File: src/sv/va_pkg.sv
// Shared types, constants and saturation helper for the vector ALU.
package va_pkg;

   typedef enum logic [2:0] {
      KIND_ADD    = 3'd0,
      KIND_SUB    = 3'd1,
      KIND_SCALE  = 3'd2,
      KIND_DOT    = 3'd3,
      KIND_LENGTH = 3'd4,
      KIND_NORM   = 3'd5,
      KIND_CROSS  = 3'd6,
      KIND_XFORM  = 3'd7
   } kind_type;

   typedef enum logic [1:0] {
      STAT_OK   = 2'd0,
      STAT_SAT  = 2'd1,
      STAT_ZERO = 2'd2
   } status_type;

   localparam int N_LANES    = 4;
   localparam int N_ELEM     = 3;
   localparam int N_ROWS     = 4;
   localparam int ROW_IDX_W  = $clog2(N_ROWS);
   localparam int CSR_ADDR_W = 8;
   localparam int ROW_W      = 64;
   localparam int COEF_W     = 16;
   localparam int FRAC_W     = 16;
   localparam int MAG_W      = 32;
   localparam int LEN_W      = 33;
   localparam int DIVD_W     = 48;
   localparam int Q_BITS     = 18;
   localparam int SQ_STEPS   = 32;

   localparam int ST_SUM    = 1;
   localparam int ST_LEN    = ST_SUM + SQ_STEPS + 1;
   localparam int ST_DIV_IN = ST_LEN + 1;
   localparam int ST_LAST   = ST_DIV_IN + Q_BITS;
   localparam int NSTG      = ST_LAST + 2;

   localparam logic [Q_BITS-1:0] Q_MAX   = 18'd98304;
   localparam logic [31:0]       MAX_POS = 32'h7fff_ffff;
   localparam logic [31:0]       MAX_NEG = 32'h8000_0000;
   localparam logic signed [65:0] RND16 = 66'sd32768;
   localparam logic signed [65:0] RND8  = 66'sd128;

   localparam logic [ROW_W-1:0] ROW_RESET [N_ROWS] = '{
      64'd256, 64'd16777216, 64'd1099511627776, 64'd72057594037927936
   };

   typedef logic [N_ROWS-1:0][COEF_W-1:0] row_type;
   typedef logic [N_LANES-1:0][31:0]      vec4_type;

   typedef struct packed {
      logic [31:0] val;
      logic        sat;
   } sat_type;

   typedef struct packed {
      kind_type                        kind;
      logic [31:0]                     rx;
      logic [31:0]                     ry;
      logic [31:0]                     rz;
      logic [31:0]                     rw;
      logic [31:0]                     scalar;
      logic                            sat;
      logic [N_ELEM-1:0]               neg;
      logic [N_ELEM-1:0][MAG_W-1:0]    mag;
      logic [LEN_W-1:0]                len;
   } side_type;

   function automatic sat_type sat32(input logic signed [65:0] v);
      sat_type o;
      if (v > 66'sd2147483647) begin
         o.val = MAX_POS;
         o.sat = 1'b1;
      end else if (v < -66'sd2147483648) begin
         o.val = MAX_NEG;
         o.sat = 1'b1;
      end else begin
         o.val = v[31:0];
         o.sat = 1'b0;
      end
      return o;
   endfunction

endpackage

File: src/sv/va_sqrt.sv
// Pipelined integer square root, one result bit per stage, rounded to nearest.
module va_sqrt import va_pkg::*; (
   input  logic                  clock,
   input  logic [SQ_STEPS+1:0]   en,
   input  logic [63:0]           s,
   output logic [LEN_W-1:0]      len
);

   logic [63:0]      x_ff   [SQ_STEPS+1];
   logic [63:0]      res_ff [SQ_STEPS+1];
   logic [63:0]      x_in   [SQ_STEPS+1];
   logic [63:0]      res_in [SQ_STEPS+1];
   logic [LEN_W-1:0] len_ff;
   logic [LEN_W-1:0] len_in;

   always_comb begin
      logic [63:0] bitv;
      logic [64:0] t;
      x_in[0]   = s;
      res_in[0] = '0;
      for (int k = 0; k < SQ_STEPS; k++) begin
         bitv = 64'(1) << (62 - 2 * k);
         t    = {1'b0, res_ff[k]} + {1'b0, bitv};
         if ({1'b0, x_ff[k]} >= t) begin
            x_in[k+1]   = x_ff[k] - t[63:0];
            res_in[k+1] = (res_ff[k] >> 1) + bitv;
         end else begin
            x_in[k+1]   = x_ff[k];
            res_in[k+1] = res_ff[k] >> 1;
         end
      end
      len_in = res_ff[SQ_STEPS][LEN_W-1:0]
             + LEN_W'(x_ff[SQ_STEPS] > res_ff[SQ_STEPS]);
   end

   always_ff @(posedge clock) begin
      for (int k = 0; k <= SQ_STEPS; k++) begin
         if (en[k]) begin
            x_ff[k]   <= x_in[k];
            res_ff[k] <= res_in[k];
         end
      end
      if (en[SQ_STEPS+1]) begin
         len_ff <= len_in;
      end
   end

   assign len = len_ff;

endmodule

File: config.mk
export PLATFORM = sky130hd
export DESIGN_NAME = va_sqrt
export DESIGN_NICKNAME = d
export VERILOG_FILES = /design/src/sv/va_pkg.sv /design/src/sv/va_sqrt.sv
export SDC_FILE = /design/constraint.sdc
export NUM_CORES = 2
export LEC_CHECK = 0
export BUFFER_PORTS_ARGS = -buffer_cell sky130_fd_sc_hd__buf_2
export CORE_UTILIZATION = 55
export CTS_BUF_LIST = sky130_fd_sc_hd__clkbuf_16
export CTS_CLUSTER_SIZE = 20
export DETAILED_ROUTE_END_ITERATION = 16
export PLACE_DENSITY = 0.83
export SLEW_MARGIN = 20
export SYNTH_ARGS = -nofsm -noshare
export SYNTH_HDL_FRONTEND = slang
export SYNTH_MEMORY_MAX_BITS = 65536
export SYNTH_SLANG_ARGS = --single-unit
File: constraint.sdc
create_clock -name clock -period 8.7 [get_ports clock]
set_clock_uncertainty 0.05 [all_clocks]
set_input_delay 1.74 -clock clock [delete_from_list [all_inputs] [get_ports clock]]
set_output_delay 1.74 -clock clock [all_outputs]
set_load 0.03 [all_outputs]
# After elaboration in Yosys (flattened, before gate mapping)
# Memory sizes are Yosys's and may differ from the RTL's.
# Cells that the tools add are included.
# W data, S select, Z words.
[totals] regBits=33 n_memories=2 output_inout_bits=33 inputBits=99 mem_bits_rw=4224 word_cells=263
[classes] order_cmp=33 muxes=130 add_sub_neg=97
[memory_table] memory="res_ff" depth=33 width=64 rd=33 rd_clocked_by_memory_dff=0 wr=33 line="va_sqrt.sv:10" source="logic [63:0] res_ff [SQ_STEPS+1];"
[memory_table] memory="x_ff" depth=33 width=64 rd=33 rd_clocked_by_memory_dff=0 wr=33 line="va_sqrt.sv:9" source="logic [63:0] x_ff [SQ_STEPS+1];"
[op_table] cell="$mux W64" n=64
[op_table] cell="$ge A64 B65 Y1" n=32
[op_table] cell="$sub A64 B64 Y64" n=32
[op_table] cell="$mux W1" n=66
[op_table] cell="$add A64 B1 Y65 const B" n=1
[op_table] cell="$add A64 B11 Y65 const B" n=1
[op_table] cell="$add A64 B13 Y65 const B" n=1
[op_table] cell="$add A64 B15 Y65 const B" n=1
[op_table] cell="$add A64 B17 Y65 const B" n=1
[op_table] cell="$add A64 B19 Y65 const B" n=1
[op_table] cell="$add A64 B21 Y65 const B" n=1
[op_table] cell="$add A64 B23 Y65 const B" n=1
[op_table] cell="$add A64 B25 Y65 const B" n=1
[op_table] cell="$add A64 B27 Y65 const B" n=1
[op_table] cell="$add A64 B29 Y65 const B" n=1
[op_table] cell="$add A64 B3 Y65 const B" n=1
[op_table] cell="$add A64 B31 Y65 const B" n=1
[op_table] cell="$add A64 B33 Y65 const B" n=1
[op_table] cell="$add A64 B35 Y65 const B" n=1
[op_table] cell="$add A64 B37 Y65 const B" n=1
[op_table] cell="$add A64 B39 Y65 const B" n=1
[op_table] cell="$add A64 B41 Y65 const B" n=1
[op_table] cell="$add A64 B43 Y65 const B" n=1
[op_table] cell="$add A64 B45 Y65 const B" n=1
[op_table] cell="other kinds (46)" n=46

# Longest topological paths before layout
# An unclocked memory read counts as a cell.
[depth] ltp_word=4 mapped_depth=19 ltp_nobuf=19

# Least setup slack after synthesis
# OpenSTA, ideal clock, no wires.
[synth_timing] path_type="register to register" from="memory x_ff[16][35], in the netlist x_ff[0][1059]" to="memory x_ff[17][54], in the netlist x_ff[0][1142], data pin" path_stages_with_launch=12 synth_period_minus_slack_ps=3540 setup_time_ps=258 setup_slack_ps=5160 required_time_ps=8392 arrival_time_ps=3232 n_path_buf=1 path_cell_list="edfxtp_1 -> ha_1 -> a211o_1 -> a2111oi_0 -> a211oi_1 -> nor4_1 -> o211ai_1 -> a2111oi_2 -> and3b_1 -> clkbuf_1 -> nand3b_1 -> xnor2_1"
[synth_lines] element="from (decl)" line="va_sqrt.sv:9"

==> reports/metrics.yaml <==
placement:
  io_buffers: 131
  place_inst: 13400
  pre_cts_ws_ps: 4120
  hpwl_mm: 234
  gp_congestion: 0.983
  placed_area_um2: 133000
clock_tree:
  worst_skew_pair.late_latency_ps: 1020
  cts_buffers: 293
  htreeDepth: 5
  post-cts-setup-buffer-count: 0
  path_clk_slew_ps: 60
  cts_resized: 0
  cts_hold_buf: 0
  cts_max_path_buffers: 4
  clock-root-buffer: "clkbuf_16"
  cts_sinks: 2673
  cts_tree: "yes"
logic_synthesis:
  yosysUniqueCellTypes: 97
  syn_nets: 11000
  netlist_instances: 10300
  synth_area_per_cell_um2: 12.5
  synth.top_cell.area_share_pct: 62.2
  yosys_warnings: 0
  ys.flop_type: "edfxtp_1"
  ys_ff_latch: 2673
  synth-seq-area-share_pct: 62.2
  netlist_area_um2: 129000
  async_reset_ff_share_pct: 0
  synth_edf_count: 2673
  yosys.area.top_type: "edfxtp_1"
  yosys-top-cells-area: "edfxtp_1, ha_1, xnor2_1"
drt:
  first_pass_iters: 7
  routed_via_density: 6.17
  antenna_left: 0
  drc: 0
  wl_per_cell_um: 22.9
  first_iter_violations: 8967
  wirelength_mm: 318
  vias: 85600
worst_setup_path:
  arrival_ps: 5360
  regToRegStartpoint: "res_ff[0][1560]"
  critPathCapture: "x_ff[0][1654]"
  crit_start: "res_ff[0][1560]"
  start_kind: "flip-flop"
  r2r_end: "x_ff[0][1654]"
  cp-end-kind: "flip-flop"
  crit_slowest_cell: "edfxtp_1"
  worstSetupPathType: "reg2reg"
  critPathMaxStageDelay_ps: 660
  path_max_fanout: 46
  worstPathCellList: "inv_1 > ha_1 > nand4_1 > nand4b_1 > a211oi_1 > o21ai_0 > o21ai_4 > buf_4 > nor3b_2 > nor4b_1 > xor2_1"
  cp_top_family: "simple AND/OR/NAND/NOR gates"
  reg2reg_slack_ps: 3870
  r2r_cells: 11
  crit_cells: 11
  cp.required_ps: 9230
  cp_num_buf_inv: 2
timing:
  final.period_utilization_pct: 55.5
  grt_setup_unrepaired: "no"
  fin_setup_tns_ps: 0
  worstMarginPinSlew_ps: 1150
  timing.hold.ws_ps: 355
  setup-violations-final: 0
  max_slew_margin_pct: 22.4
  drv_slew: 0
  layout_min_cycle_time_ps: 4830
  fin_ws_ps: 3870
  max_freq_mhz: 207
  hold_viol_final: 0
power:
  power_density_nw_per_um2: 267
  leakagePower_nw: 53.6
  ir_worst_vdd_v: 0.000315
grt:
  grt_max_degree: 87
  grt_pass1_wl_mm: 485
  grt_antenna_before_repair: 14
  grt_util_all_layers_pct: 26.5
  grt-ovfl-total: 0
  grt_pass1_vias: 84400
die:
  dieArea_um2: 237000
  initial_core_util_pct: 55.4
  fp.coreArea_um2: 233000
  rows: 177
  pin_count: 132
  die_y_um: 486
  die_w_um: 486
cells_and_area:
  final_cell_area_um2: 143000
  drive_above_1_share_pct: 7.54
  area_delta_synth_final_pct: 10.5
  fin_cells: 13900
  nNetsFinal: 11200
outcome:
  status: "complete, no violations"
run:
  cap_violations: 0
worst_hold_path:
  hp-class: "reg2reg"
==> cell families (layout without fill, tap and decap cells) <==
logic type | after synthesis | after routing | synth area share (%)
simple gates | 3061 | 3061 | 12.4
xor+xnor | 963 | 963 | 6.53
fa+ha+maj | 594 | 594 | 5.76
compound gates | 1910 | 1910 | 9.28
buf+inv | 970 | 1430 | 2.86
other cells | 0 | 5 | 0
mux | 117 | 117 | 1.01
flops | 2673 | 2673 | 62.2
==> cells in the final DEF, fill, tap and decap left out, types with 70 or more instances in the layout <==
| master | netlist | layout |
|---|---|---|
| ha_1 | 594 | 594 |
| nor3_1 | 281 | 280 |
| nand4_1 | 179 | 179 |
| mux2_2 | 104 | 104 |
| edfxtp_1 | 2673 | 2673 |
| nor4b_1 | 72 | 70 |
| a21o_1 | 235 | 235 |
| nand2b_1 | 109 | 109 |
| nand2_1 | 586 | 585 |
| a21oi_1 | 623 | 623 |
| nand3_1 | 179 | 177 |
| nor4_1 | 379 | 378 |
| xnor2_1 | 520 | 520 |
| buf_2 | 15 | 112 |
| clkbuf_16 | 0 | 297 |
| nor2_1 | 713 | 712 |
| inv_1 | 748 | 794 |
| o21a_1 | 102 | 102 |
| or3_1 | 112 | 112 |
| o21ai_0 | 429 | 427 |
| or4_1 | 92 | 92 |
| xor2_1 | 443 | 443 |
| buf_4 | 2 | 75 |
| nor2b_1 | 75 | 75 |
==> worst reg2reg max path, cell delays in order, from the launching register on <==
cell and delay, ps:
edfxtp_1 660, inv_1 100, ha_1 410, nand4_1 220, nand4b_1 340, a211oi_1 510
o21ai_0 340, o21ai_4 210, buf_4 460, nor3b_2 650, nor4b_1 440, xor2_1 120
==> where the power goes <==
| group | internal [mW] | leakage [nW] | switching [mW] |
|---|---|---|---|
| sequential | 16.4 | 25.7 | 1.45 |
| clock | 7.09 | 4.65 | 4.95 |
| combinational | 3.32 | 23.2 | 4.92 |
| total | 26.8 | 53.6 | 11.3 |
==> sequential cells by signal (all words and copies together), names as in the netlist <==
signal and cells:
x_ff 2112, len 33, res_ff 528
==> Yosys cell counts, types with 57 or more instances <==
master    number
inv_1        748
nand2b_1     109
o21ai_0      429
a211oi_1      57
o21a_1       102
a21o_1       235
ha_1         594
or3_1        112
clkbuf_1     189
a21oi_1      623
or2_2         57
nor4b_1       72
nand4_1      179
nor3_1       281
nand3_1      179
or4_1         92
nor4_1       379
nand2_1      586
nor2b_1       75
nor2_1       713
xor2_1       443
xnor2_1      520
o21bai_1      57
mux2_2       104
edfxtp_1    2673
==> area by class of cell <==
class | instances | area [um^2]
Tap cell | 3132 | 3920
Clock inverter | 193 | 1770
Clock buffer | 297 | 7430
Timing Repair Buffer | 189 | 1150
Fill cell | 17000 | 90300
Sequential cell | 2673 | 80300
Inverter | 751 | 2820
Multi-Input combinational cell | 6645 | 45300
Antenna cell | 5 | 12.5
==> metal layers <==
metal,vias up,part of all wire [%],GRT usage (%)
li1,39100,-,-
met1,41300,38,31.8
met2,4188,49,46.0
met3,988,7.6,4.42
met4,8,5.4,13.3
met5,-,0.015,0
==> through the flow <==
stage	utilization (%)	power [mW]
finish	61.2	38.1
global route	61.2	39.5
CTS	61.2	38.0
detailed placement	57.3	26.0
global placement	57.3	25.7
floorplan	-	23.2
==> worst min path at each step <==
| stage | endpoint | slack [ps] | cells after the start | start |
|---|---|---|---|---|
| 2_1_floorplan | x_ff[0][1051] | 370 | 0 | x_ff[0][987] |
| 3_3_place_gp | x_ff[0][1857] | 370 | 0 | x_ff[0][1793] |
| 3_5_place_dp | x_ff[0][1169] | 380 | 0 | x_ff[0][1105] |
| 4_1_cts | x_ff[0][167] | 340 | 0 | x_ff[0][103] |
| 5_1_grt | x_ff[0][167] | 370 | 0 | x_ff[0][103] |
| 6_report | x_ff[0][167] | 360 | 0 | x_ff[0][103] |
Note: power is estimated with default switching activity, not from simulation.
