--- config.mk ---
export PLATFORM = sky130hd
export DESIGN_NAME = va_div
export DESIGN_NICKNAME = d
export VERILOG_FILES = /design/src/sv/va_pkg.sv /design/src/sv/va_div.sv
export SDC_FILE = /design/constraint.sdc
export NUM_CORES = 2
export LEC_CHECK = 0
export BUFFER_PORTS_ARGS = -buffer_cell sky130_fd_sc_hd__buf_4
export CAP_MARGIN = 15
export CORE_MARGIN = 4
export CORE_UTILIZATION = 45
export DETAILED_ROUTE_END_ITERATION = 16
export SETUP_SLACK_MARGIN = 0.02
export SLEW_MARGIN = 20
export SYNTH_ARGS = -nofsm -noshare
export SYNTH_HDL_FRONTEND = slang
export SYNTH_SLANG_ARGS = --single-unit
--- constraint.sdc ---
create_clock -name clock -period 4.8 [get_ports clock]
set_input_delay 0 -clock clock [delete_from_list [all_inputs] [get_ports clock]]
set_output_delay 0 -clock clock [all_outputs]
set_load 0.02 [all_outputs]
--- src/sv/va_pkg.sv ---
// Shared types, constants and saturation helper for the vector ALU.
package va_pkg;

   typedef enum logic [2:0] {
      KIND_ADD    = 3'd0,
      KIND_SUB    = 3'd1,
      KIND_SCALE  = 3'd2,
      KIND_DOT    = 3'd3,
      KIND_LENGTH = 3'd4,
      KIND_NORM   = 3'd5,
      KIND_CROSS  = 3'd6,
      KIND_XFORM  = 3'd7
   } kind_type;

   typedef enum logic [1:0] {
      STAT_OK   = 2'd0,
      STAT_SAT  = 2'd1,
      STAT_ZERO = 2'd2
   } status_type;

   localparam int N_LANES    = 4;
   localparam int N_ELEM     = 3;
   localparam int N_ROWS     = 4;
   localparam int ROW_IDX_W  = $clog2(N_ROWS);
   localparam int CSR_ADDR_W = 8;
   localparam int ROW_W      = 64;
   localparam int COEF_W     = 16;
   localparam int FRAC_W     = 16;
   localparam int MAG_W      = 32;
   localparam int LEN_W      = 33;
   localparam int DIVD_W     = 48;
   localparam int Q_BITS     = 18;
   localparam int SQ_STEPS   = 32;

   localparam int ST_SUM    = 1;
   localparam int ST_LEN    = ST_SUM + SQ_STEPS + 1;
   localparam int ST_DIV_IN = ST_LEN + 1;
   localparam int ST_LAST   = ST_DIV_IN + Q_BITS;
   localparam int NSTG      = ST_LAST + 2;

   localparam logic [Q_BITS-1:0] Q_MAX   = 18'd98304;
   localparam logic [31:0]       MAX_POS = 32'h7fff_ffff;
   localparam logic [31:0]       MAX_NEG = 32'h8000_0000;
   localparam logic signed [65:0] RND16 = 66'sd32768;
   localparam logic signed [65:0] RND8  = 66'sd128;

   localparam logic [ROW_W-1:0] ROW_RESET [N_ROWS] = '{
      64'd256, 64'd16777216, 64'd1099511627776, 64'd72057594037927936
   };

   typedef logic [N_ROWS-1:0][COEF_W-1:0] row_type;
   typedef logic [N_LANES-1:0][31:0]      vec4_type;

   typedef struct packed {
      logic [31:0] val;
      logic        sat;
   } sat_type;

   typedef struct packed {
      kind_type                        kind;
      logic [31:0]                     rx;
      logic [31:0]                     ry;
      logic [31:0]                     rz;
      logic [31:0]                     rw;
      logic [31:0]                     scalar;
      logic                            sat;
      logic [N_ELEM-1:0]               neg;
      logic [N_ELEM-1:0][MAG_W-1:0]    mag;
      logic [LEN_W-1:0]                len;
   } side_type;

   function automatic sat_type sat32(input logic signed [65:0] v);
      sat_type o;
      if (v > 66'sd2147483647) begin
         o.val = MAX_POS;
         o.sat = 1'b1;
      end else if (v < -66'sd2147483648) begin
         o.val = MAX_NEG;
         o.sat = 1'b1;
      end else begin
         o.val = v[31:0];
         o.sat = 1'b0;
      end
      return o;
   endfunction

endpackage

--- src/sv/va_div.sv ---
// Pipelined restoring divider for one normalize lane, one quotient bit per stage.
module va_div import va_pkg::*; (
   input  logic                 clock,
   input  logic [Q_BITS:0]      en,
   input  logic [MAG_W-1:0]     mag,
   input  logic [LEN_W-1:0]     len,
   output logic [Q_BITS-1:0]    q
);

   localparam int CMP_W = LEN_W + Q_BITS;

   logic [DIVD_W-1:0] m_ff [Q_BITS+1];
   logic [DIVD_W-1:0] m_in [Q_BITS+1];
   logic [LEN_W-1:0]  d_ff [Q_BITS+1];
   logic [LEN_W-1:0]  d_in [Q_BITS+1];
   logic [Q_BITS-1:0] q_ff [Q_BITS+1];
   logic [Q_BITS-1:0] q_in [Q_BITS+1];

   always_comb begin
      logic [CMP_W-1:0] ds;
      m_in[0] = {mag, {FRAC_W{1'b0}}} + DIVD_W'(len >> 1);
      d_in[0] = len;
      q_in[0] = '0;
      for (int k = 0; k < Q_BITS; k++) begin
         ds = CMP_W'(d_ff[k]) << (Q_BITS - 1 - k);
         d_in[k+1] = d_ff[k];
         if (CMP_W'(m_ff[k]) >= ds) begin
            m_in[k+1] = m_ff[k] - ds[DIVD_W-1:0];
            q_in[k+1] = q_ff[k] | (Q_BITS'(1) << (Q_BITS - 1 - k));
         end else begin
            m_in[k+1] = m_ff[k];
            q_in[k+1] = q_ff[k];
         end
      end
   end

   always_ff @(posedge clock) begin
      for (int k = 0; k <= Q_BITS; k++) begin
         if (en[k]) begin
            m_ff[k] <= m_in[k];
            d_ff[k] <= d_in[k];
            q_ff[k] <= q_in[k];
         end
      end
   end

   assign q = q_ff[Q_BITS];

endmodule

### Word level (Yosys, flattened, before mapping)

Memory sizes are Yosys's and may differ from the RTL's.
Index checks and enable logic that the tools add are counted.

| word-level totals | value |
|---|---|
| register bits | 0 |
| input bits | 85 |
| memory bits (writable) | 1881 |
| memories kept | 3 |
| output and inout bits | 18 |

Memory list:

| memory | depth | width | rd ports | clocked after memory_dff | wr ports | RTL line | source |
|---|---|---|---|---|---|---|---|
| m_ff | 19 | 48 | 18 | 0 | 19 | va_div.sv:12 | `logic [DIVD_W-1:0] m_ff [Q_BITS+1];` |
| d_ff | 19 | 33 | 18 | 0 | 19 | va_div.sv:14 | `logic [LEN_W-1:0] d_ff [Q_BITS+1];` |
| q_ff | 19 | 18 | 19 | 0 | 19 | va_div.sv:16 | `logic [Q_BITS-1:0] q_ff [Q_BITS+1];` |

| operators by class | value |
|---|---|
| mux-type cells | 74 |
| add/sub/neg operators | 19 |
| magnitude comparators | 18 |

Operator list:

| cell | count |
|---|---|
| $mux 48 | 18 |
| $sub 48x48->48 | 3 |
| $ge 48x50->1 | 1 |
| $ge 48x49->1 | 1 |
| $add 48x32->48 | 1 |
| $ge 48x33->1 | 1 |
| $ge 48x34->1 | 1 |
| $ge 48x35->1 | 1 |
| $ge 48x36->1 | 1 |
| $ge 48x37->1 | 1 |
| $ge 48x38->1 | 1 |
| $ge 48x39->1 | 1 |
| $ge 48x40->1 | 1 |
| $ge 48x41->1 | 1 |
| $ge 48x42->1 | 1 |
| $ge 48x43->1 | 1 |
| $ge 48x44->1 | 1 |
| $ge 48x45->1 | 1 |
| $ge 48x46->1 | 1 |
| $ge 48x47->1 | 1 |
| $ge 48x48->1 | 1 |
| $sub 48x33->48 | 1 |
| $sub 48x34->48 | 1 |
| $sub 48x35->48 | 1 |
| other kinds (30) | 68 |

### Depth between registers and ports, before layout

An unclocked memory read counts as a cell.

| depth | value |
|---|---|
| depth in word-level cells | 3 |
| depth in mapped cells | 16 |

### Least setup slack after synthesis

No wires, ideal clock.

| timing | value |
|---|---|
| kind | flip-flop to flip-flop |
| start | memory m_ff[0][17] |
| end | memory m_ff[1][47] (data pin) |
| library setup time | 0.260 ns |
| path buffers | 0 |
| period minus slack after synthesis | 3.372 ns |
| required time | 4.540 ns |
| arrival | 3.113 ns |
| path slack | 1.428 ns |
| cell stages (with the launch flop) | 15 |
| path through | edfxtp_1 -> inv_1 -> ha_1 -> inv_1 -> fa_1 -> a211oi_1 -> o211ai_1 -> a41oi_1 -> o21ai_1 -> or3_1 -> a21oi_1 -> o21ai_1 -> a31o_1 -> xor2_1 -> mux2_2 |

RTL lines:

| what | RTL line |
|---|---|
| from (decl) | va_div.sv:12 |

==> flow_summary_export.csv <==
group,metric,value,unit
status,result_of_the_run,"completed",
global_routing,grt_pass1_vias,60325,
floorplan,fp.dieArea,196000,µm²
floorplan,design.core.area,188000,µm²
synth,syn-cell-area,85200,µm²
detailed_routing,drtAntennaViolNets,0,
clock_network,cts_made_buffers,164,
synth,yosys.area.top_type_share,0.515,
timing,finClkSkew,52.4,ps
clock_network,cts-root-buf,"sky130_fd_sc_hd__clkbuf_16",
placed_design,dpl-instance-area,88900,µm²
critical_path,cp_class,"in2reg",
clock_network,h-tree-depth,4,
hold_path,worst_hold_path.num_cells,4,
critical_path,worstReg2RegStart,"d_ff[12][6]",
placed_design,post-dp-hpwl,164000,µm
clock_network,clock_tree_buffer_depth,3,
global_routing,initial_antenna_violation_count,3,
timing,worst_pin_slew,1260,ps
critical_path,cp-start-kind,"primary input",
critical_path,reg2reg_slack,390,ps
timing,crit_path_time_final,4480,ps
synth,synth.largest_area_cell,"sky130_fd_sc_hd__edfxtp_1",
run,drv_cap,0,
critical_path,endpoint_kind,"register",
global_routing,grt_start_max_net_pins,70,
global_routing,grt_first_pass_wirelength,334000,µm
synth,most_used_standard_cells_in_the_synthesized_netlist,"1461 x sky130_fd_sc_hd__edfxtp_1, 739 x sky130_fd_sc_hd__inv_1, 708 x sky130_fd_sc_hd__a21oi_1",
synth,syn-mean-instance-area,10.7,µm²
critical_path,reg2reg_depth,14,
detailed_routing,length_of_the_first_detailed_routing_pass_in_iterations,6,
global_routing,grt-ovfl-total,0,
synth,postSynthCellCount,7953,
detailed_routing,detail_route.wirelength,212000,µm
hold_path,hp-start,"mag[24]",
cells_and_area,syn2layout_area_growth,12.5,%
clock_network,clkSlewWorstSetupHoldPaths,60,ps
detailed_routing,routed_wire_length_per_instance,19.6,µm
clock_network,tritoncts,"built",
detailed_routing,routed-via-count,60209,
floorplan,die_height,443,µm
timing,hold_slack,111,ps
synth,yosysMostFrequentCell,"sky130_fd_sc_hd__edfxtp_1",
timing,final.setup.worst_slack,318,ps
synth,share_of_synthesized_area_occupied_by_flip_flops_and_latches,0.515,
cells_and_area,drive_gt1_frac,0.0706,
detailed_routing,avgViaCountPerCell,5.55,
power_and_ir_drop,vdd_drop_max,0.302,mV
synth,ys_async_sr_fraction,0,
clock_network,cts_num_sinks,1461,
clock_network,postCtsSetupBuffers,0,
timing,final_setup_vio_count,0,
timing,fin_tns_setup,0,ps
timing,setup_repair_after_global_routing_missed_its_margin,"false",
synth,synth_nets,8663,
critical_path,worst-endpoint-required,5360,ps
synth,netlist_top_cells_area,"sky130_fd_sc_hd__edfxtp_1 51%, sky130_fd_sc_hd__ha_1 8.9%, sky130_fd_sc_hd__a21oi_1 4.2%",
cells_and_area,numnets_final,8938,
timing,timing.slew.headroom,0.153,
hold_path,min_to,"m_ff[0][40]",
detailed_routing,detail_route.drc_violations,0,
global_routing,globalRouteTotalUtil,0.213,
critical_path,crit_path_max_fanout,5,
floorplan,ios,103,
power_and_ir_drop,powerDensity,592,nW/µm²
floorplan,core.rowCount,159,
detailed_routing,detail_route.iter0.violations,4242,
critical_path,cp_data_arrival_time,5040,ps
placed_design,place_worst_setup_slack,440,ps
cells_and_area,n_antenna_cell,0,
timing,finalMaxSlewViolations,0,
synth,yosys_most_used_dff,"sky130_fd_sc_hd__edfxtp_1",
cells_and_area,final_cell_area,95900,µm²
placed_design,portBuffers,102,
floorplan,chipWidth,443,µm
synth,synth_enable_flop_cells,1461,
hold_path,hold_path_class,"in2reg",
clock_network,clock_latency_late_sink,820,ps
power_and_ir_drop,leakagePower,38.5,nW
synth,ys_warn_count,0,
timing,final_hold_violating_endpoints,0,
critical_path,regToRegEndpoint,"m_ff[13][47]",
synth,yosysUniqueCellTypes,101,
placed_design,gp_congestion,0.947,
floorplan,initial_core_util,0.453,
timing,maxClockFrequency,223,MHz
timing,fin_crit_sh,0.934,
synth,ys_ff_latch,1461,
## cell type report
type | instances | area (µm²)
clock inverter | 94 | 1180
tap | 2495 | 3120
multi-input combinational | 5540 | 37800
timing repair buffer | 321 | 2890
inverter | 740 | 2780
clock buffer | 197 | 4230
fill | 16613 | 92100
sequential | 1461 | 43900
## through the flow
step | instances | utilization | power [W]
after floorplan | 7953 | - | 0.0373
after global placement | 10403 | 0.473 | 0.0439
after detailed placement | 10403 | 0.473 | 0.0440
after CTS | 10847 | 0.510 | 0.0570
after global routing | 10848 | 0.510 | 0.0606
final | 10848 | 0.510 | 0.0567
## worst max-delay path: stages
cell	delay [ps]
sky130_fd_sc_hd__dlygate4sd3_1	540
sky130_fd_sc_hd__buf_4	130
sky130_fd_sc_hd__dlygate4sd3_1	570
sky130_fd_sc_hd__ha_1	250
sky130_fd_sc_hd__fa_1	410
sky130_fd_sc_hd__a21o_1	190
sky130_fd_sc_hd__a21oi_1	320
sky130_fd_sc_hd__o2111ai_1	250
sky130_fd_sc_hd__nand2_1	170
sky130_fd_sc_hd__o2111ai_1	210
sky130_fd_sc_hd__a31o_2	280
sky130_fd_sc_hd__a21oi_1	600
sky130_fd_sc_hd__nand2b_1	330
sky130_fd_sc_hd__nor2_1	90
sky130_fd_sc_hd__xor2_1	150
sky130_fd_sc_hd__dlygate4sd3_1	560
## where the power goes
group / total [W] / internal, W / switching, W
logic: 0.0237 / 0.00988 / 0.0138
registers: 0.0205 / 0.0184 / 0.00209
clock network: 0.0126 / 0.00732 / 0.00528
## how the worst max path moves through the flow
stage | startpoint | to | slack [ps]
final | mag[0] | m_ff[0][44] | 320
after detailed placement | d_ff[12][6] | m_ff[13][47] | 440
after CTS | d_ff[12][6] | m_ff[13][47] | 370
after floorplan | m_ff[0][17] | m_ff[1][47] | 1430
after global routing | d_ff[12][6] | m_ff[13][47] | 120
after global placement | d_ff[12][6] | m_ff[13][47] | 440
## sequential cells by signal, summed over array words and instances, names as in the netlist
register / count
q_ff: 171
m_ff: 699
d_ff: 591
## cells by family after synthesis
family | count (synthesis) | synth area share
flops | 1461 | 0.515
buf+inv | 952 | 0.0429
fa+ha+maj | 625 | 0.0933
xor+xnor | 609 | 0.0626
compound gates | 2216 | 0.161
simple gates | 1979 | 0.111
mux | 111 | 0.0145
## routing by layer
metal	wire length, µm	vias to the layer above	share of wire	track usage
met4	9550	0	0.045	0.0927
li1	-	29687	-	-
met1	87600	28757	0.41	0.256
met5	0	-	0	0
met2	108000	1313	0.51	0.384
met3	7120	452	0.033	0.0251
## repair_timing
item / CTS / global route
hold buffers: 153 / 0
hold endpoints to repair: 953 / 0
gates resized for setup: 0 / 0
## layout by cell type (no fill, tap or decap), types with 66 or more instances in the layout
| cell type | instances |
|---|---|
| sky130_fd_sc_hd__inv_1 | 739 |
| sky130_fd_sc_hd__a21oi_1 | 706 |
| sky130_fd_sc_hd__a21o_1 | 328 |
| sky130_fd_sc_hd__buf_4 | 160 |
| sky130_fd_sc_hd__nand2_1 | 685 |
| sky130_fd_sc_hd__nand2b_1 | 82 |
| sky130_fd_sc_hd__ha_1 | 607 |
| sky130_fd_sc_hd__nor2b_1 | 83 |
| sky130_fd_sc_hd__xor2_1 | 258 |
| sky130_fd_sc_hd__nor3_1 | 96 |
| sky130_fd_sc_hd__dlygate4sd3_1 | 153 |
| sky130_fd_sc_hd__nand4_1 | 121 |
| sky130_fd_sc_hd__nand3_1 | 141 |
| sky130_fd_sc_hd__xnor2_1 | 351 |
| sky130_fd_sc_hd__o21ai_0 | 583 |
| sky130_fd_sc_hd__mux2_2 | 102 |
| sky130_fd_sc_hd__nor2_1 | 453 |
| sky130_fd_sc_hd__clkbuf_16 | 164 |
| sky130_fd_sc_hd__o21bai_1 | 79 |
| sky130_fd_sc_hd__edfxtp_1 | 1461 |
| sky130_fd_sc_hd__a211oi_1 | 66 |
(Power assumes the default switching activity.)
